### config.mk
export PLATFORM = sky130hd
export DESIGN_NAME = bxd_divider
export DESIGN_NICKNAME = d
export VERILOG_FILES = /design/src/rtl/bxd_pkg.sv /design/src/rtl/bxd_divider.sv
export SDC_FILE = /design/constraint.sdc
export NUM_CORES = 1
export LEC_CHECK = 0
export ABC_AREA = 1
export BUFFER_PORTS_ARGS = -buffer_cell sky130_fd_sc_hd__buf_4
export CAP_MARGIN = 20
export CORE_ASPECT_RATIO = 1.4
export CORE_MARGIN = 2
export CORE_UTILIZATION = 45
export DETAILED_ROUTE_END_ITERATION = 8
export GPL_TIMING_DRIVEN = 0
export PLACE_DENSITY = 0.63
export SLEW_MARGIN = 30
export SYNTH_ARGS = -nofsm -noshare
export SYNTH_HDL_FRONTEND = slang
export SYNTH_SLANG_ARGS = --single-unit
### constraint.sdc
create_clock -name clock -period 6.2 [get_ports clock]
set_input_delay 0.62 -clock clock [delete_from_list [all_inputs] [get_ports clock]]
set_output_delay 0.62 -clock clock [all_outputs]
set_load 0.03 [all_outputs]
### src/rtl/bxd_pkg.sv
package bxd_pkg;

   // Sizes of the datapath
   localparam int MAX_WIDTH  = 4096;
   localparam int MAX_HEIGHT = 4096;
   localparam int FRAC_BITS  = 8;
   localparam int CFG_W      = 13;
   localparam int CH_W       = 8;
   localparam int NUM_CH     = 4;
   localparam int OUT_XY_W   = 12;
   localparam int CSR_IDX_W  = 2;

   localparam int COL_W  = $clog2(MAX_WIDTH);
   localparam int COLC_W = COL_W + 1;
   localparam int ROW_W  = $clog2(MAX_HEIGHT);
   localparam int ROWC_W = ROW_W + 1;
   localparam int DIM_MAX_W = (COLC_W > ROWC_W) ? COLC_W : ROWC_W;
   localparam int EDGE_W_A  = DIM_MAX_W + FRAC_BITS + 1;
   localparam int EDGE_W    = (EDGE_W_A > CFG_W + 1) ? EDGE_W_A : CFG_W + 1;

   // Box side in source pixels is at most ceil(scale)
   localparam int SPAN_W = (CFG_W > FRAC_BITS) ? CFG_W - FRAC_BITS + 1 : 2;
   localparam int CNT_W  = 2 * SPAN_W;
   localparam int SUM_W  = CNT_W + CH_W;
   localparam int STEP_W = $clog2(CH_W);

   localparam logic [CFG_W-1:0] SCALE_ONE    = CFG_W'(1 << FRAC_BITS);
   localparam logic [CFG_W-1:0] RESET_SCALE  = CFG_W'(512);
   localparam logic [CFG_W-1:0] RESET_WIDTH  = CFG_W'(640);
   localparam logic [CFG_W-1:0] RESET_HEIGHT = CFG_W'(480);

   // Register indexes
   localparam logic [CSR_IDX_W-1:0] CSR_SCALE  = CSR_IDX_W'(0);
   localparam logic [CSR_IDX_W-1:0] CSR_WIDTH  = CSR_IDX_W'(1);
   localparam logic [CSR_IDX_W-1:0] CSR_HEIGHT = CSR_IDX_W'(2);

   typedef struct packed {
      logic                active;
      logic                first;
      logic                emit;
      logic                frame_done;
      logic [COL_W-1:0]    addr;
      logic [CNT_W-1:0]    cnt;
      logic [OUT_XY_W-1:0] out_x;
      logic [OUT_XY_W-1:0] out_y;
   } walk_ctl_type;

   typedef enum logic [1:0] {
      DIV_IDLE,
      DIV_RUN,
      DIV_DONE
   } div_state_type;

endpackage

### src/rtl/bxd_divider.sv
module bxd_divider (
   input  logic                                     clock,
   input  logic                                     reset,
   input  logic                                     start,
   input  logic [bxd_pkg::NUM_CH*bxd_pkg::SUM_W-1:0] dividend,
   input  logic [bxd_pkg::CNT_W-1:0]                divisor,
   input  logic                                     take,
   output logic                                     busy,
   output logic                                     done,
   output logic [bxd_pkg::NUM_CH*bxd_pkg::CH_W-1:0]  quotient
);

   localparam int CNT_W  = bxd_pkg::CNT_W;
   localparam int CH_W   = bxd_pkg::CH_W;
   localparam int SUM_W  = bxd_pkg::SUM_W;
   localparam int NUM_CH = bxd_pkg::NUM_CH;
   localparam int STEP_W = bxd_pkg::STEP_W;

   bxd_pkg::div_state_type state_ff, state_in;

   logic [STEP_W-1:0] step_ff, step_in;
   logic [CNT_W-1:0]  divisor_ff;
   logic [CNT_W-1:0]  rem_ff [NUM_CH];
   logic [CNT_W-1:0]  rem_in [NUM_CH];
   logic [CH_W-1:0]   quo_ff [NUM_CH];
   logic [CH_W-1:0]   quo_in [NUM_CH];
   logic              last_step;

   assign last_step = (step_ff == STEP_W'(CH_W - 1));

   // Next state
   always_comb begin
      state_in = state_ff;
      unique case (state_ff)
         bxd_pkg::DIV_IDLE: if (start) state_in = bxd_pkg::DIV_RUN;
         bxd_pkg::DIV_RUN:  if (last_step) state_in = bxd_pkg::DIV_DONE;
         bxd_pkg::DIV_DONE: if (take) state_in = bxd_pkg::DIV_IDLE;
         default:           state_in = bxd_pkg::DIV_IDLE;
      endcase
   end

   // Outputs
   always_comb begin
      busy = 1'b0;
      done = 1'b0;
      unique case (state_ff)
         bxd_pkg::DIV_IDLE: busy = 1'b0;
         bxd_pkg::DIV_RUN:  busy = 1'b1;
         bxd_pkg::DIV_DONE: begin
            busy = 1'b1;
            done = 1'b1;
         end
         default:           busy = 1'b0;
      endcase
   end

   // One restoring step per cycle on every channel; the upper dividend bits
   // start below the divisor because each mean fits in one channel.
   always_comb begin
      logic [CNT_W:0] trial;
      logic           fits;
      trial = '0;
      fits  = 1'b0;
      step_in = step_ff;
      for (int c = 0; c < NUM_CH; c++) begin
         rem_in[c] = rem_ff[c];
         quo_in[c] = quo_ff[c];
      end
      if (start && (state_ff == bxd_pkg::DIV_IDLE)) begin
         step_in = '0;
         for (int c = 0; c < NUM_CH; c++) begin
            rem_in[c] = dividend[c*SUM_W+CH_W +: CNT_W];
            quo_in[c] = dividend[c*SUM_W +: CH_W];
         end
      end else if (state_ff == bxd_pkg::DIV_RUN) begin
         step_in = step_ff + STEP_W'(1);
         for (int c = 0; c < NUM_CH; c++) begin
            trial = {rem_ff[c], quo_ff[c][CH_W-1]};
            fits  = (trial >= {1'b0, divisor_ff});
            rem_in[c] = fits ? CNT_W'(trial - {1'b0, divisor_ff}) : CNT_W'(trial);
            quo_in[c] = {quo_ff[c][CH_W-2:0], fits};
         end
      end
   end

   always_ff @(posedge clock) begin
      if (reset) begin
         state_ff <= bxd_pkg::DIV_IDLE;
      end else begin
         state_ff <= state_in;
      end
   end

   always_ff @(posedge clock) begin
      step_ff <= step_in;
      if (start && (state_ff == bxd_pkg::DIV_IDLE)) begin
         divisor_ff <= divisor;
      end
      for (int c = 0; c < NUM_CH; c++) begin
         rem_ff[c] <= rem_in[c];
         quo_ff[c] <= quo_in[c];
      end
   end

   always_comb begin
      for (int c = 0; c < NUM_CH; c++) begin
         quotient[c*CH_W +: CH_W] = quo_ff[c];
      end
   end

endmodule

== Yosys cells after proc, flatten, opt, wreduce, memory -nomap -nowiden ==
Memory sizes are Yosys's and may differ from the RTL's.
Index checks and enable logic that the tools add are counted.
Cells by class
  add/subtract/negate cells: 5
  magnitude comparators: 4
  eq/ne operators: 6
  muxes and demuxes: 14
  reduce and logical (&&, ||, !) cells: 4
Operators with widths (count)
  two-way mux 48 bit: 2
  two-way mux 32 bit: 2
  greater-or-equal comparator 13 x 12 -> 1 bit: 4
  two-way mux 12 bit: 4
  subtractor 12 bit: 4
  two-way mux 2 bit: 3
  inequality test 2 bit (second input constant): 3
  case mux 2 bit (3 select lines): 1
  adder 3 x 1 -> 3 bit (second input constant): 1
  == test 3 bit (second input constant): 1
  AND reduction 3 bit: 1
  == test 2 x 1 -> 1 bit (second input constant): 1
  == test 2 bit (second input constant): 1
  zero test 2 bit: 1
  two-way mux 1 bit: 2
  OR reduction 2 bit: 1
  logical AND 1 bit: 1
Word-level totals
  register bits: 17
  bits in writable memories: 80
  input bits: 96
  output and inout port bits: 34
  memories: 2
Memory list
  rem_ff: words 4, bits a word 12, read ports 4, clocked after memory_dff 0, write ports 4, RTL line bxd_divider.sv:23  | logic [CNT_W-1:0] rem_ff [NUM_CH];
  quo_ff: words 4, bits a word 8, read ports 4, clocked after memory_dff 0, write ports 4, RTL line bxd_divider.sv:25  | logic [CH_W-1:0] quo_ff [NUM_CH];

== Depth between registers and ports, before layout ==
  depth in word-level cells: 4
  depth in mapped cells: 12
  gate-level depth less buffers: 12

== Worst setup path before layout ==
Ideal clock, no wire load.
  kind: input-to-reg
  start: in start
  end: mem quo_ff[0][0] (enable)
  data arrival time: 2629 ps
  required time: 5403 ps
  setup slack: 2774 ps
  stages: 4
  cells stage by stage: nand2_1 clkbuf_1 clkbuf_1 nand2_1
RTL lines
  start: declaration: RTL line bxd_divider.sv:4  | input logic start,
  end: declaration: RTL line bxd_divider.sv:25

==> metrics.txt <==
# TYPE chip_impl_metric gauge
chip_impl_metric{name="drt-total-wl",unit="µm"} 23220
chip_impl_metric{name="hold_viol",unit=""} 0
chip_impl_metric{name="finalSetupTns",unit="ns"} 0
chip_impl_info{name="cts_tree",value="built"} 1
chip_impl_metric{name="flow.area_growth_from_synthesis",unit="%"} 19.92
chip_impl_metric{name="grt_max_degree",unit=""} 45
chip_impl_metric{name="cts.repair.resized",unit=""} 0
chip_impl_metric{name="numCtsBuffers",unit=""} 9
chip_impl_metric{name="ant_nets",unit=""} 0
chip_impl_info{name="timing.setup.critical_path_class",value="reg2reg"} 1
chip_impl_metric{name="fillerInstances",unit=""} 1734
chip_impl_metric{name="final_cells",unit=""} 1457
chip_impl_metric{name="design.core.area",unit="mm²"} 0.01740
chip_impl_metric{name="antennaDiodeCount",unit=""} 0
chip_impl_metric{name="tritoncts_num_sinks",unit=""} 97
chip_impl_metric{name="post-route-drc-count",unit=""} 0
chip_impl_metric{name="post-cts-setup-buffer-count",unit=""} 0
chip_impl_metric{name="layout_min_cycle_time",unit="ns"} 2.826
chip_impl_metric{name="vias_per_cell",unit=""} 5.042
chip_impl_info{name="holdCritStartpoint",value="reset"} 1
chip_impl_metric{name="port_buffers",unit=""} 129
chip_impl_metric{name="ys_warn_count",unit=""} 0
chip_impl_metric{name="dpl-instance-area",unit="mm²"} 0.009274
chip_impl_metric{name="clkTransAtPathRegs",unit="ns"} 0.07
chip_impl_metric{name="detail_route.first_pass.iterations",unit=""} 5
chip_impl_metric{name="floorplan.initialDensity",unit="%"} 45.87
chip_impl_metric{name="grt-ovfl-total",unit=""} 0
chip_impl_metric{name="avgSynthCellArea",unit="µm²"} 7.425
chip_impl_info{name="status",value="completed"} 1
chip_impl_metric{name="synth_simple_gate_area_share",unit="%"} 38.92
chip_impl_info{name="clockRootBuffer",value="clkbuf_16"} 1
chip_impl_metric{name="synth_compound_gate_area_share",unit="%"} 3.982
chip_impl_metric{name="pin_count",unit=""} 130
chip_impl_metric{name="power_leakage",unit="nW"} 4.911
chip_impl_info{name="start_kind",value="flip-flop"} 1
chip_impl_metric{name="clk_latency",unit="ns"} 0.36
chip_impl_metric{name="die_h",unit="µm"} 161.6
chip_impl_info{name="timing.critical_path.from",value="state_ff[0]"} 1
chip_impl_metric{name="num_vias",unit=""} 7346
chip_impl_metric{name="r2r.worst_path.cells",unit=""} 7
chip_impl_metric{name="avgRoutedWirePerCell",unit="µm"} 15.94
chip_impl_metric{name="place.detailed.instances",unit=""} 1441
chip_impl_metric{name="setup_slack",unit="ns"} 3.374
chip_impl_metric{name="grt_pass1_vias",unit=""} 7251
chip_impl_info{name="combinational_family_with_the_most_area_after_synthesis",value="simple AND/OR/NAND/NOR gates"} 1
chip_impl_metric{name="grt_util_all_layers",unit="%"} 25.45
chip_impl_metric{name="multi_input_comb_area",unit="mm²"} 0.004345
chip_impl_metric{name="seq_area_frac_synth",unit="%"} 35.87
chip_impl_metric{name="post-route-util",unit="%"} 55.00
chip_impl_metric{name="antenna_found_initial",unit=""} 0
chip_impl_metric{name="report.final.setup_viol",unit=""} 0
chip_impl_metric{name="fin_area",unit="mm²"} 0.009572
chip_impl_metric{name="pre_cts_ws",unit="ns"} 3.219
chip_impl_metric{name="finalWeightedCongestion",unit=""} 0.9264
chip_impl_metric{name="max_cap_viols",unit=""} 0
chip_impl_info{name="rsz_0062_raised_after_global_routing",value="false"} 1
chip_impl_metric{name="drtIter0Drc",unit=""} 533
chip_impl_info{name="critical_path.reg2reg.startpoint",value="state_ff[0]"} 1
chip_impl_metric{name="cts_hold_repair.buffers",unit=""} 0
chip_impl_metric{name="post-dp-hpwl",unit="µm"} 17670
chip_impl_info{name="timing.critical_path.to_type",value="flip-flop"} 1
chip_impl_metric{name="post_synth_instance_area",unit="mm²"} 0.007981
chip_impl_metric{name="synth_nets",unit=""} 1229
chip_impl_metric{name="sum_of_internal_switching_and_leakage_power",unit="mW"} 6.040
chip_impl_metric{name="syn_inst",unit=""} 1075
chip_impl_metric{name="cellPowerDensity",unit="mW/mm²"} 631.0
chip_impl_metric{name="cts_buffer_depth",unit=""} 2
chip_impl_metric{name="holdWs",unit="ns"} 0.4268
chip_impl_metric{name="grt_pass1_wl",unit="µm"} 36510
chip_impl_metric{name="fraction_of_final_layout_cells_with_drive_strength_greater_than_1",unit="%"} 19.74
chip_impl_metric{name="synth.distinct_cells",unit=""} 34
chip_impl_metric{name="vdd_ir_drop_max",unit="µV"} 562.0
chip_impl_info{name="worst_hold_path_type",value="in2reg"} 1
chip_impl_metric{name="number_of_register_bits_inferred_by_synthesis",unit=""} 97
chip_impl_metric{name="final.period_utilization",unit="%"} 45.59
chip_impl_metric{name="worst-path-max-fanout",unit=""} 44
chip_impl_metric{name="muxShareOfSynthArea",unit="%"} 0
chip_impl_metric{name="slew_viol_final",unit=""} 0
chip_impl_metric{name="synth_xor_xnor_area_share",unit="%"} 1.975
chip_impl_metric{name="actual_transition_at_the_worst_max_transition_pin",unit="ns"} 0.6731
chip_impl_metric{name="rows",unit=""} 57
chip_impl_metric{name="worst_hold_path_stage_count",unit=""} 2
chip_impl_metric{name="worst-endpoint-required",unit="ns"} 6.29
chip_impl_metric{name="timing.fmax",unit="MHz"} 353.8
chip_impl_metric{name="finalNetCount",unit=""} 1370
chip_impl_metric{name="htree_levels",unit=""} 3
chip_impl_metric{name="seq_area",unit="mm²"} 0.002863
chip_impl_metric{name="worst_slew_margin_rel",unit="%"} 55.13
chip_impl_metric{name="die-area",unit="mm²"} 0.01883
chip_impl_metric{name="die_w",unit="µm"} 116.6
chip_impl_metric{name="yosys.area_share.adder",unit="%"} 9.469
chip_impl_metric{name="timing.clock.skew",unit="ns"} 0.006331
chip_impl_metric{name="critical_path_at",unit="ns"} 2.92
-- registers in the layout (all words and copies together), names as in the netlist --
| register | cells |
|---|---|
| rem_ff | 48 |
| quo_ff | 32 |
| divisor_ff | 12 |
| step_ff | 3 |
| state_ff | 2 |
-- synth_stat cells --
| library cell | n | area (µm²) |
|---|---|---|
| nand4_1 | 44 | 275.3 |
| o21ai_2 | 7 | 61.31 |
| nand3b_1 | 3 | 22.52 |
| buf_2 | 3 | 15.01 |
| clkbuf_1 | 13 | 48.80 |
| fa_1 | 4 | 80.08 |
| nor2_4 | 5 | 56.30 |
| inv_1 | 164 | 615.6 |
| o21ai_0 | 14 | 70.07 |
| a21oi_4 | 4 | 65.06 |
| nor2_1 | 58 | 217.7 |
| edfxtp_1 | 92 | 2763 |
| dfxtp_1 | 5 | 100.1 |
| o221ai_1 | 1 | 8.760 |
| nor2_2 | 10 | 62.56 |
| nand3_2 | 24 | 240.2 |
| nand2_4 | 4 | 45.04 |
| nor3_2 | 4 | 40.04 |
| a21boi_0 | 3 | 22.52 |
| xor2_1 | 3 | 26.28 |
| nor3_1 | 3 | 15.01 |
| nand3_1 | 76 | 380.4 |
| nand2_2 | 18 | 112.6 |
| buf_12 | 3 | 60.06 |
| ha_1 | 54 | 675.7 |
| and2_4 | 1 | 8.760 |
| a21oi_1 | 15 | 75.07 |
| buf_8 | 1 | 15.01 |
| nand2_1 | 411 | 1543 |
| inv_2 | 5 | 18.77 |
| xnor2_1 | 15 | 131.4 |
| a211oi_1 | 2 | 15.01 |
| buf_4 | 1 | 7.510 |
| nand3_4 | 5 | 87.58 |
-- worst max-delay path, stage by stage (launching register included) --
cell,delay (ns)
dfxtp_1,0.34
inv_1,0.09
ha_1,0.21
nand2_1,0.13
clkbuf_1,0.40
clkbuf_1,0.51
nand2_4,0.50
buf_12,0.35
-- path summary, 6_finish.rpt --
kind / end / slack (ns)
worst max register to register: rem_ff[1][9] / 3.37
worst min register to register: step_ff[1] / 0.51
worst min-delay path: state_ff[0] / 0.43
worst max-delay path: rem_ff[1][9] / 3.37
-- layout make-up --
class / count / area share [%]
Buffer: 21 / 1.542
Clock buffer: 11 / 2.431
Clock inverter: 5 / 0.6797
Inverter: 169 / 6.627
Multi-Input combinational cell: 788 / 45.40
Sequential cell: 97 / 29.91
Tap cell: 236 / 3.085
Timing Repair Buffer: 130 / 10.33
-- placed cells by master, fill, tap and decap left out, types with 7 or more instances in the layout --
cell type    n
ha_1        54
nand2_1    410
edfxtp_1    92
a21oi_1     15
clkbuf_1    14
nand4_1     44
nand2_2     18
xnor2_1     15
o21ai_0     14
nand3_2     24
nor2_2      10
o21ai_2      7
nor2_1      58
inv_1      164
buf_4      130
clkbuf_16    9
nand3_1     76
-- kinds of logic after synthesis --
logic type,Yosys count
AND/OR/NAND/NOR,666
flip-flops,97
buffers and inverters,190
XOR/XNOR,18
AO/OA/AOI/OAI,46
adder cells (fa/ha/maj),58
-- layer usage --
| layer | vias to the layer above | global-route usage, % | share of wire, % |
|---|---|---|---|
| met5 | - | 0 | 0 |
| met4 | 0 | 10.75 | 3.6 |
| met3 | 43 | 5.028 | 6.2 |
| met2 | 226 | 42.86 | 49 |
| met1 | 3330 | 31.47 | 42 |
| li1 | 3747 | - | - |
-- where the power goes --
part           switching [mW]  internal, mW  total, mW
Sequential              0.216          1.27       1.49
Clock                   0.276         0.318      0.594
Combinational            2.55          1.41       3.96
Note: power is estimated with default switching activity, not from simulation.
