File: config.mk
export PLATFORM = sky130hd
export DESIGN_NAME = bxd_walker
export DESIGN_NICKNAME = d
export VERILOG_FILES = /design/src/rtl/bxd_pkg.sv /design/src/rtl/bxd_walker.sv
export SDC_FILE = /design/constraint.sdc
export NUM_CORES = 1
export LEC_CHECK = 0
export BUFFER_PORTS_ARGS = -buffer_cell sky130_fd_sc_hd__buf_2
export CAP_MARGIN = 20
export CORE_ASPECT_RATIO = 1.4
export CORE_MARGIN = 4
export CORE_UTILIZATION = 55
export DETAILED_ROUTE_END_ITERATION = 10
export PLACE_DENSITY = 0.76
export SLEW_MARGIN = 0
export SYNTH_ARGS = -nofsm -noshare
export SYNTH_HDL_FRONTEND = slang
export SYNTH_SLANG_ARGS = --single-unit
File: constraint.sdc
create_clock -name clock -period 15.91 [get_ports clock]
set_input_delay 3.182 -clock clock [delete_from_list [all_inputs] [get_ports clock]]
set_output_delay 3.182 -clock clock [all_outputs]
set_load 0.05 [all_outputs]
File: src/rtl/bxd_pkg.sv
package bxd_pkg;

   // Sizes of the datapath
   localparam int MAX_WIDTH  = 4096;
   localparam int MAX_HEIGHT = 4096;
   localparam int FRAC_BITS  = 8;
   localparam int CFG_W      = 13;
   localparam int CH_W       = 8;
   localparam int NUM_CH     = 4;
   localparam int OUT_XY_W   = 12;
   localparam int CSR_IDX_W  = 2;

   localparam int COL_W  = $clog2(MAX_WIDTH);
   localparam int COLC_W = COL_W + 1;
   localparam int ROW_W  = $clog2(MAX_HEIGHT);
   localparam int ROWC_W = ROW_W + 1;
   localparam int DIM_MAX_W = (COLC_W > ROWC_W) ? COLC_W : ROWC_W;
   localparam int EDGE_W_A  = DIM_MAX_W + FRAC_BITS + 1;
   localparam int EDGE_W    = (EDGE_W_A > CFG_W + 1) ? EDGE_W_A : CFG_W + 1;

   // Box side in source pixels is at most ceil(scale)
   localparam int SPAN_W = (CFG_W > FRAC_BITS) ? CFG_W - FRAC_BITS + 1 : 2;
   localparam int CNT_W  = 2 * SPAN_W;
   localparam int SUM_W  = CNT_W + CH_W;
   localparam int STEP_W = $clog2(CH_W);

   localparam logic [CFG_W-1:0] SCALE_ONE    = CFG_W'(1 << FRAC_BITS);
   localparam logic [CFG_W-1:0] RESET_SCALE  = CFG_W'(512);
   localparam logic [CFG_W-1:0] RESET_WIDTH  = CFG_W'(640);
   localparam logic [CFG_W-1:0] RESET_HEIGHT = CFG_W'(480);

   // Register indexes
   localparam logic [CSR_IDX_W-1:0] CSR_SCALE  = CSR_IDX_W'(0);
   localparam logic [CSR_IDX_W-1:0] CSR_WIDTH  = CSR_IDX_W'(1);
   localparam logic [CSR_IDX_W-1:0] CSR_HEIGHT = CSR_IDX_W'(2);

   typedef struct packed {
      logic                active;
      logic                first;
      logic                emit;
      logic                frame_done;
      logic [COL_W-1:0]    addr;
      logic [CNT_W-1:0]    cnt;
      logic [OUT_XY_W-1:0] out_x;
      logic [OUT_XY_W-1:0] out_y;
   } walk_ctl_type;

   typedef enum logic [1:0] {
      DIV_IDLE,
      DIV_RUN,
      DIV_DONE
   } div_state_type;

endpackage

File: src/rtl/bxd_walker.sv
module bxd_walker (
   input  logic                              clock,
   input  logic                              reset,
   input  logic                              csr_write,
   input  logic [bxd_pkg::CSR_IDX_W-1:0]     csr_index,
   input  logic [bxd_pkg::CFG_W-1:0]         csr_data,
   input  logic                              accept,
   output bxd_pkg::walk_ctl_type             ctl
);

   localparam int CFG_W     = bxd_pkg::CFG_W;
   localparam int COL_W     = bxd_pkg::COL_W;
   localparam int COLC_W    = bxd_pkg::COLC_W;
   localparam int ROW_W     = bxd_pkg::ROW_W;
   localparam int ROWC_W    = bxd_pkg::ROWC_W;
   localparam int EDGE_W    = bxd_pkg::EDGE_W;
   localparam int SPAN_W    = bxd_pkg::SPAN_W;
   localparam int CNT_W     = bxd_pkg::CNT_W;
   localparam int FRAC_BITS = bxd_pkg::FRAC_BITS;
   localparam int OUT_XY_W  = bxd_pkg::OUT_XY_W;

   function automatic logic [EDGE_W-1:0] eff_scale(input logic [CFG_W-1:0] raw);
      return (raw < bxd_pkg::SCALE_ONE) ? EDGE_W'(bxd_pkg::SCALE_ONE) : EDGE_W'(raw);
   endfunction

   logic [CFG_W-1:0]  scale_ff, scale_in;
   logic [CFG_W-1:0]  width_ff, width_in;
   logic [CFG_W-1:0]  height_ff, height_in;
   logic [COL_W-1:0]  src_col_ff, src_col_in;
   logic [ROW_W-1:0]  src_row_ff, src_row_in;
   logic [COLC_W-1:0] box_col_ff, box_col_in;
   logic [COLC_W-1:0] col_start_ff, col_start_in;
   logic [EDGE_W-1:0] col_edge_ff, col_edge_in;
   logic [ROWC_W-1:0] box_row_ff, box_row_in;
   logic [ROWC_W-1:0] row_start_ff, row_start_in;
   logic [EDGE_W-1:0] row_edge_ff, row_edge_in;

   logic [EDGE_W-1:0] s_eff, s_new;
   logic [COLC_W-1:0] w_eff;
   logic [ROWC_W-1:0] h_eff;
   logic [EDGE_W-1:0] w_lim, h_lim;
   logic [EDGE_W-1:0] col_end, row_end;
   logic [SPAN_W-1:0] col_span, row_span;
   logic              col_fits, row_fits, active;
   logic              last_col, last_row, col_wrap, row_wrap;

   assign s_eff = eff_scale(scale_ff);

   // Clamp width to 1..MAX_WIDTH and height to 1..MAX_HEIGHT
   always_comb begin
      if (width_ff == '0) begin
         w_eff = COLC_W'(1);
      end else if (32'(width_ff) > 32'(bxd_pkg::MAX_WIDTH)) begin
         w_eff = COLC_W'(bxd_pkg::MAX_WIDTH);
      end else begin
         w_eff = COLC_W'(width_ff);
      end
      if (height_ff == '0) begin
         h_eff = ROWC_W'(1);
      end else if (32'(height_ff) > 32'(bxd_pkg::MAX_HEIGHT)) begin
         h_eff = ROWC_W'(bxd_pkg::MAX_HEIGHT);
      end else begin
         h_eff = ROWC_W'(height_ff);
      end
   end

   // A box lies inside the image when its right (bottom) edge does
   assign w_lim    = EDGE_W'(w_eff) << FRAC_BITS;
   assign h_lim    = EDGE_W'(h_eff) << FRAC_BITS;
   assign col_fits = (col_edge_ff <= w_lim);
   assign row_fits = (row_edge_ff <= h_lim);
   assign active   = col_fits && row_fits;

   assign col_end  = col_edge_ff >> FRAC_BITS;
   assign row_end  = row_edge_ff >> FRAC_BITS;
   assign last_col = ((EDGE_W'(src_col_ff) + EDGE_W'(1)) == col_end);
   assign last_row = ((EDGE_W'(src_row_ff) + EDGE_W'(1)) == row_end);
   assign col_wrap = ((COLC_W'(src_col_ff) + COLC_W'(1)) >= w_eff);
   assign row_wrap = ((ROWC_W'(src_row_ff) + ROWC_W'(1)) >= h_eff);

   assign col_span = SPAN_W'(col_end - EDGE_W'(col_start_ff));
   assign row_span = SPAN_W'(row_end - EDGE_W'(row_start_ff));

   always_comb begin
      ctl.active     = active;
      ctl.first      = (COLC_W'(src_col_ff) == col_start_ff) &&
                       (ROWC_W'(src_row_ff) == row_start_ff);
      ctl.emit       = active && last_col && last_row;
      ctl.frame_done = active && ((row_edge_ff + s_eff) > h_lim) &&
                       ((col_edge_ff + s_eff) > w_lim);
      ctl.addr       = box_col_ff[COL_W-1:0];
      ctl.cnt        = CNT_W'(col_span) * CNT_W'(row_span);
      ctl.out_x      = OUT_XY_W'(box_col_ff);
      ctl.out_y      = OUT_XY_W'(box_row_ff);
   end

   always_comb begin
      scale_in     = scale_ff;
      width_in     = width_ff;
      height_in    = height_ff;
      src_col_in   = src_col_ff;
      src_row_in   = src_row_ff;
      box_col_in   = box_col_ff;
      col_start_in = col_start_ff;
      col_edge_in  = col_edge_ff;
      box_row_in   = box_row_ff;
      row_start_in = row_start_ff;
      row_edge_in  = row_edge_ff;
      s_new        = s_eff;
      if (csr_write) begin
         unique case (csr_index)
            bxd_pkg::CSR_SCALE:  scale_in  = csr_data;
            bxd_pkg::CSR_WIDTH:  width_in  = csr_data;
            bxd_pkg::CSR_HEIGHT: height_in = csr_data;
            default:             scale_in  = scale_ff;
         endcase
         // Any write restarts the frame with the new scale
         s_new        = eff_scale(scale_in);
         src_col_in   = '0;
         src_row_in   = '0;
         box_col_in   = '0;
         col_start_in = '0;
         col_edge_in  = s_new;
         box_row_in   = '0;
         row_start_in = '0;
         row_edge_in  = s_new;
      end else if (accept) begin
         if (active && last_col) begin
            box_col_in   = box_col_ff + COLC_W'(1);
            col_start_in = COLC_W'(col_end);
            col_edge_in  = col_edge_ff + s_eff;
         end
         src_col_in = src_col_ff + COL_W'(1);
         if (col_wrap) begin
            box_col_in   = '0;
            col_start_in = '0;
            col_edge_in  = s_eff;
            if (row_fits && last_row) begin
               box_row_in   = box_row_ff + ROWC_W'(1);
               row_start_in = ROWC_W'(row_end);
               row_edge_in  = row_edge_ff + s_eff;
            end
            src_col_in = '0;
            src_row_in = src_row_ff + ROW_W'(1);
            if (row_wrap) begin
               src_row_in   = '0;
               box_row_in   = '0;
               row_start_in = '0;
               row_edge_in  = s_eff;
            end
         end
      end
   end

   always_ff @(posedge clock) begin
      if (reset) begin
         scale_ff     <= bxd_pkg::RESET_SCALE;
         width_ff     <= bxd_pkg::RESET_WIDTH;
         height_ff    <= bxd_pkg::RESET_HEIGHT;
         src_col_ff   <= '0;
         src_row_ff   <= '0;
         box_col_ff   <= '0;
         col_start_ff <= '0;
         col_edge_ff  <= eff_scale(bxd_pkg::RESET_SCALE);
         box_row_ff   <= '0;
         row_start_ff <= '0;
         row_edge_ff  <= eff_scale(bxd_pkg::RESET_SCALE);
      end else begin
         scale_ff     <= scale_in;
         width_ff     <= width_in;
         height_ff    <= height_in;
         src_col_ff   <= src_col_in;
         src_row_ff   <= src_row_in;
         box_col_ff   <= box_col_in;
         col_start_ff <= col_start_in;
         col_edge_ff  <= col_edge_in;
         box_row_ff   <= box_row_in;
         row_start_ff <= row_start_in;
         row_edge_ff  <= row_edge_in;
      end
   end

endmodule

# Word-level counts from Yosys, hierarchy flattened
# Index checks and enable logic that the tools add are counted.
[totals]
reg_bits = 159
in_bits = 19
wordCells = 91
[classes]
addsub = 12
mul = 1
magnitude_cmp = 10
eq_ne = 6
muxes = 27
reduce_logical = 24
[ops]
columns = ["operator", "n"]
rows = [
  ["$mux 13", 16],
  ["$mux 22", 9],
  ["$add 12x1->13 const B", 4],
  ["$add 22x13->22", 2],
  ["$gt 22x21->1", 2],
  ["$le 22x21->1", 2],
  ["$eq 13x14->1", 2],
  ["$add 13x1->13 const B", 2],
  ["$eq 12x13->1", 2],
  ["$ge 13x13->1", 2],
  ["$gt 13x13->1 const B", 2],
  ["$logic_not 13->1", 2],
  ["$lt 13x9->1 const B", 2],
  ["$add 12x1->12 const B", 2],
  ["$mux 12", 2],
  ["$mul 6x6->12", 1],
  ["$sub 6x6->6", 2],
  ["$reduce_and 2->1", 5],
  ["$reduce_bool 2->1", 4],
  ["$logic_and 1x1->1", 7],
  ["$reduce_and 3->1", 2],
  ["$reduce_bool 3->1", 2],
  ["$eq 2x1->1 const B", 1],
  ["$eq 2x2->1 const B", 1],
  ["other kinds (2)", 2],
]

# Depth between registers and ports, before layout
# Gate-level depths: netlist of the first run.
[depth]
depth_word = 10
ltp_mapped = 23
mapped_depth_nobuf = 23

# Worst setup path after synthesis of the first run
# No wires, ideal clock.
[synth_timing]
path_kind = "register -> output"
from = "register row_edge_ff[9]"
to = "output ctl[35] (netlist bit)"
arrival_time_ns = 5.117
t_required_ns = 12.728
slack_ns = 7.611
path_stages_with_launch = 22
path_buffers = 0
cell_sequence = "dfxtp_1 -> ha_1 -> a21o_1 -> a21o_1 -> a21o_1 -> a21o_1 -> xnor2_1 -> and2_1 -> fa_1 -> inv_1 -> fa_1 -> fa_1 -> inv_1 -> ha_1 -> inv_1 -> nor2_1 -> nor2_1 -> o21bai_1 -> a21oi_1 -> o21bai_1 -> a21oi_1 -> xnor2_1"
[synth_rtl]
columns = ["item", "line_no", "rtl"]
rows = [
  ["start: declaration", "bxd_walker.sv:36", "logic [EDGE_W-1:0] row_edge_ff, row_edge_in;"],
  ["start signal: assignment", "bxd_walker.sv:167", "row_edge_ff <= eff_scale(bxd_pkg::RESET_SCALE);"],
  ["start signal: assignment", "bxd_walker.sv:179", "row_edge_ff <= row_edge_in;"],
  ["end: declaration", "bxd_walker.sv:8", "output bxd_pkg::walk_ctl_type ctl"],
]

==> results.md, run 1 <==
- Reg2Reg Depth: 14
- CTS sink cnt: 157
- CTS Hold Bufs: 0
- Clock period minus worst slack: 9150 ps
- Critical Path Slowest Stage Cell: o21ai_0
- WP buf/inv: 1
- Clock-pin slew on the worst setup and hold paths: 70 ps
- Hold Startpoint: width_ff[0]$_SDFFE_PP0P_
- Hold Crit Class: reg2reg
- Maximum vdd ir drop: 0.0935 mV
- CP arrival: 5970 ps
- Netlist Area Pre-Place: 13800 µm²
- GRT Residual Overflow: 0
- Final period util: 57.5%
- Highest metal used: met4
- Sequential share of the synthesized area: 22.8%
- Most frequent cell after synthesis: nand2_1
- WL met1: 16600 µm
- Finished Layout Cells: 2098
- Final setup fails: 0
- Fraction of layout cells with a size suffix above 1: 8.75%
- Fill cells: 2298
- Routed wl met3: 2560 µm
- CTS tree: done
- DR vias: 13200
- DR WL met2: 20000 µm
- WL final: 41300 µm
- Starting density of the core: 56.0%
- Yosys cell types: 89
- Post-synth ARST share: 0%
- Row Count: 68
- Max-cap violations: 0
- Synth top cells by count: nand2_1, dfxtp_1, a21oi_1, nor2_1, ha_1
- WP data required: 12730 ps
- Outcome: complete, no violations
- CP Capture Type: output port
- Unrepaired setup endpoints after global routing: false
- CP max stage delay: 470 ps
- Worst-Skew Late Latency: 440 ps
- GRT Util Overall: 29.6%
- Cell Chain, Critical Path: nor4_1 -> nand2b_1 -> and2_1 -> ha_1 -> nand3_1 -> nor4_1 -> o31ai_1 -> o21ai_0 -> and2_1 -> nand2_1 -> xnor2_1 -> ha_1 -> a21o_1 -> a21oi_1 -> nor2_1 -> a2111oi_0 -> a21oi_1 -> o21ai_0 -> a221oi_1 -> buf_2
- Top cells by area, synth: dfxtp_1, ha_1, nand2_1, a21oi_1, xnor2_1
- Max clock buf depth: 2
- Total DRC errors in the routed layout: 0
- Die width: 142 µm
- Die area: 27700 µm²
- Cells after DPL: 2067
- Drt via density: 6.31
- Max-slew violations: 0
- Pin count of the biggest net entering global routing: 59
- Syn Nets: 1960
- First-pass GRT wire length: 66700 µm
- Die height: 196 µm
- Vias in the first global route: 13100
- Initial DRC Count: 1103
- Core ar.: 24700 µm²
- Post-synth top area cell: dfxtp_1
- FF-to-FF End: box_col_ff[9]$_SDFFE_PP0P_
- Post-synth EDFFs: 0
- Clock Skew: 11.8 ps
- Pleak: 6.07 nW
- Hold EP: width_ff[0]$_SDFFE_PP0P_
- PD cells: 80.4 nW/µm²
- Synth top area share: 22.8%
- Detailed Place HPWL: 31500 µm
- # resized after CTS: 0
- Startpoint types: flip-flop
- I/O pin total: 71
- R2R Setup Slk: 10820 ps
- Syn Inst Count: 1782
- Max FO, Critical Path: 9
- Hold Vio Cnt, Final: 0
- Slew Limit Headroom: 27.0%
- Syn_area_per_cell: 7.75 µm²
- Antenna viol nets, final: 0
- CTS Buf Count: 17
- Initial antenna violation count: 0
- Worst hold stages: 2
- Most frequently used flop master after synthesis: dfxtp_1
- Antenna diodes: 0
- GPL Wtd Cong: 0.987
- FMAX: 109 MHz
- Tightest Pin Transition: 1090 ps
- Setup_tns: 0 ps
- Fin nets: 1949
- CP Class: reg2out
- WL per Instance: 19.7 µm
- CP delay by family, top: compound AO/OA/AOI/OAI gates
- Setup Buffers After CTS: 0
- Synth warnings: 0
- Clk Tree Root Cell: clkbuf_16
- #FFs+latches synth: 157
- H-tree level count: 4
- Initial DRT Pass Iterations: 8
- Buffers on Ports: 70
- Area growth from synthesis to layout: 6.78%
- Reg2reg start: src_col_ff[0]$_SDFFE_PP0P_
==> state kept, by name, indices dropped and copies added, names as in the netlist <==
name,flops
col_start_ff,13
col_edge_ff,22
box_row_ff,12
src_row_ff,12
row_edge_ff,22
box_col_ff,12
scale_ff,13
row_start_ff,13
height_ff,13
width_ff,13
src_col_ff,12
==> stage by stage <==
stage	util (%)	hold slack, ps	area [µm²]	power, mW	setup WS, ps
2_1_floorplan	-	436	13800	0.657	7610
3_3_place_gp	57.1	459	14100	0.722	7410
3_5_place_dp	57.1	467	14100	0.730	7320
4_1_cts	59.8	475	14700	1.19	6860
5_1_grt	59.8	497	14700	1.24	6280
6_report	59.8	479	14700	1.19	6760
==> cell families (layout without fill, tap and decap cells) <==
family                   Yosys count  count (layout)  synth area share [%]
AND/OR/NAND/NOR                  672             672                  23.6
XOR/XNOR                         123             123                  8.39
adder cells (fa/ha/maj)          159             159                  15.5
multiplexers                      28              28                  2.10
flip-flops                       157             157                  22.8
buffers and inverters            210             211                  6.77
AO/OA/AOI/OAI                    433             433                  20.8
==> report_power, final <==
part	total, mW	leakage [nW]	switching, mW	internal [mW]
sequential	0.415	1.27	0.0126	0.402
combinational	0.309	4.48	0.206	0.103
clock	0.462	0.320	0.179	0.283
total	1.19	6.07	0.398	0.788
==> how the worst max path moves through the flow <==
stage / start / endpoint / slack, ps / cells past startpoint
final: scale_ff[12]$_SDFFE_PP0P_ / ctl[48] / 6760 / 20
after global routing: scale_ff[11]$_SDFFE_PP0P_ / ctl[48] / 6280 / 21
after CTS: scale_ff[10]$_SDFFE_PP0P_ / ctl[48] / 6860 / 20
after detailed placement: scale_ff[11]$_SDFFE_PP0P_ / ctl[48] / 7320 / 20
after global placement: scale_ff[10]$_SDFFE_PP0P_ / ctl[48] / 7410 / 21
after floorplan: row_edge_ff[9]$_SDFFE_PP1P_ / ctl[35] / 7610 / 21
==> cell type report <==
class                           instances  area [µm²]  share of cell area (%)
Multi-Input combinational cell       1415        9740                    66.0
Timing Repair Buffer                   84         455                    3.09
Clock inverter                         13         216                    1.47
Tap cell                              315         394                    2.67
Inverter                               96         360                    2.44
Sequential cell                       157        3140                    21.3
Clock buffer                           18         439                    2.98
==> layer usage <==
| layer | GRT usage (%) | up-vias |
|---|---|---|
| met5 | 0 | - |
| li1 | - | 6285 |
| met3 | 4.14 | 134 |
| met1 | 36.1 | 6283 |
| met2 | 50.2 | 532 |
| met4 | 15.7 | 0 |
==> worst min-delay path, stage by stage, from the launching register on <==
cell	delay (ps)
dfxtp_1	320
nand2_1	60
a21oi_1	50
==> cell usage in the layout, fill, tap and decap left out, types with 8 or more instances in the layout <==
cell type,netlist,final
nand2_1,233,232
dfxtp_1,157,157
nor2_1,151,151
a21oi_1,151,150
ha_1,138,138
inv_1,95,95
xnor2_1,70,70
o21ai_0,70,70
buf_2,21,70
nand3_1,60,60
xor2_1,47,47
nor3_1,39,39
a21o_1,27,27
nor4_1,27,27
nand4_1,26,26
a211oi_1,22,22
fa_1,21,21
mux2i_1,20,20
and2_1,19,19
a22o_1,17,17
clkbuf_16,0,17
and3_1,16,16
buf_4,20,14
nor2b_1,13,13
o211ai_1,13,13
a31oi_1,12,12
or3_1,11,11
or2_2,11,11
and4_1,11,11
nand3b_1,11,11
nand2b_1,10,10
a21boi_0,9,9
nor3b_1,9,9
o21bai_1,9,9
o31ai_1,8,8
Note: power is estimated with default switching activity, not from simulation.
==> inputs of run 2 (changes only) <==
PLACE_DENSITY = 0.79   (was 0.76)
clock period = 7.6 ns   (was 15.91 ns; I/O delays follow)
==> results.md, run 2 (synthesis results as in run 1) <==
- Critical Path Slowest Stage Cell: fa_1
- Antenna viol nets, final: 0
- Initial antenna violation count: 0
- Max FO, Critical Path: 6
- FMAX: 140 MHz
- CTS Hold Bufs: 0
- CP arrival: 5650 ps
- Unrepaired setup endpoints after global routing: false
- Tightest Pin Transition: 1080 ps
- Pleak: 6.05 nW
- Reg2reg start: height_ff[12]$_SDFFE_PP0P_
- Fin worst setup slack: 434 ps
- Clk Tree Root Cell: clkbuf_16
- DP Worst Slack: 567 ps
- Cell Chain, Critical Path: inv_1 -> ha_1 -> inv_1 -> fa_1 -> a21o_1 -> a21oi_1 -> xor2_2 -> or2_2 -> fa_1 -> inv_1 -> ha_1 -> inv_1 -> fa_1 -> inv_1 -> fa_1 -> a21oi_1 -> nor2_1 -> nor2_1 -> o21bai_1 -> a21oi_1 -> o21bai_1 -> a21oi_1 -> xnor2_1 -> clkbuf_4
- Max-cap violations: 0
- Total chip power: 2.44 mW
- WL final: 41300 µm
- GPL Wtd Cong: 0.965
- Initial DRT Pass Iterations: 6
- Detailed Place HPWL: 31200 µm
- Setup_tns: 0 ps
- Largest registers: col_edge_ff (22), row_edge_ff (22)
- CP Class: reg2out
- Outcome: complete, no violations
- CTS sink cnt: 157
- Die width: 142 µm
- Initial DRC Count: 1248
- CTS Buf Count: 17
- Fin nets: 1947
- Clock Skew: 16.1 ps
- Max-slew violations: 0
- Fill cells: 2215
- Final setup fails: 0
- Clock period minus worst slack: 7170 ps
- Vias in the first global route: 13100
- WHS: 473 ps
- Row Count: 68
- Startpoint types: flip-flop
- PD cells: 166 nW/µm²
- Die height: 196 µm
- Most frequent cells in the layout: nand2_1, dfxtp_1, nor2_1, a21oi_1, ha_1
- GRT Util Overall: 29.5%
- Hold Startpoint: height_ff[9]$_SDFFE_PP0P_
- Total DRC errors in the routed layout: 0
- Starting density of the core: 56.0%
- Setup Buffers After CTS: 0
- Antenna diodes: 0
- Drt via density: 6.41
- I/O pin total: 71
- CP Capture Type: output port
- Die area: 27700 µm²
- Clock-pin slew on the worst setup and hold paths: 70 ps
- Pin count of the biggest net entering global routing: 57
- Max clock buf depth: 2
- Buffers on Ports: 70
- Worst-Skew Late Latency: 450 ps
- Final period util: 94.3%
- Core ar.: 24700 µm²
- Fraction of layout cells with a size suffix above 1: 8.87%
- Slew Limit Headroom: 27.9%
- First-pass GRT wire length: 67100 µm
- DR vias: 13500
- WP data required: 6080 ps
- Hold Crit Class: reg2reg
- WL per Instance: 19.7 µm
- GRT Residual Overflow: 0
- CTS tree: done
- Critical Path Start: col_edge_ff[8]$_SDFFE_PP0P_
- Area growth from synthesis to layout: 6.65%
- Commonest non-fill, non-tap cell in the layout: nand2_1
- Top cell by count, worst path: inv_1
- Hold Vio Cnt, Final: 0
- # resized after CTS: 0
- H-tree level count: 4
- Maximum vdd ir drop: 0.180 mV
- CP max stage delay: 530 ps
==> run 2: critical path, delay by kind of cell, from the launching register on <==
kind,cells,cell delay [ps]
adders and majority gates,6,2340
AOI/OAI and AO/OA,7,1110
buffers and inverters,6,570
and+or+nand+nor,3,510
DFF,1,360
xor gates and xnor gates,2,280
==> run 2: area by class of cell <==
cell class	count	area, µm²	area share [%]
clock buffer	18	439	2.98
clock inverter	14	180	1.22
tap	315	394	2.68
multi-input combinational	1415	9770	66.3
inverter	96	360	2.45
sequential	157	3140	21.3
timing repair buffer	82	443	3.01
==> run 2: final timing paths <==
path                                                     to  slack (ps)  cells past startpoint
worst max register to register  row_edge_ff[6]$_SDFFE_PP0P_        2270                     12
worst min register to register    height_ff[9]$_SDFFE_PP0P_         470                      2
worst max-delay path                                ctl[35]         430                     24
worst min-delay path              height_ff[9]$_SDFFE_PP0P_         470                      2
==> run 2: power breakdown <==
| group | switching [mW] | internal, mW | leakage [nW] | total (mW) |
|---|---|---|---|---|
| Combinational | 0.432 | 0.215 | 4.47 | 0.648 |
| Sequential | 0.0263 | 0.841 | 1.27 | 0.868 |
| Clock | 0.390 | 0.534 | 0.304 | 0.924 |
==> run 2: per-stage QoR <==
step	cell area, µm²	utilization, %	instances
after floorplan	13800	-	1782
after global placement	14100	57.1	2065
after detailed placement	14100	57.1	2065
after CTS	14700	59.6	2097
after global routing	14700	59.7	2097
final	14700	59.7	2097
==> run 2: per-layer routing <==
metal | GRT usage [%] | up-vias | routed length (µm)
li1 | - | 6307 | -
met1 | 35.8 | 6339 | 16200
met2 | 48.2 | 630 | 19300
met3 | 5.05 | 174 | 2990
met4 | 18.2 | 0 | 2730
met5 | 0 | - | 0
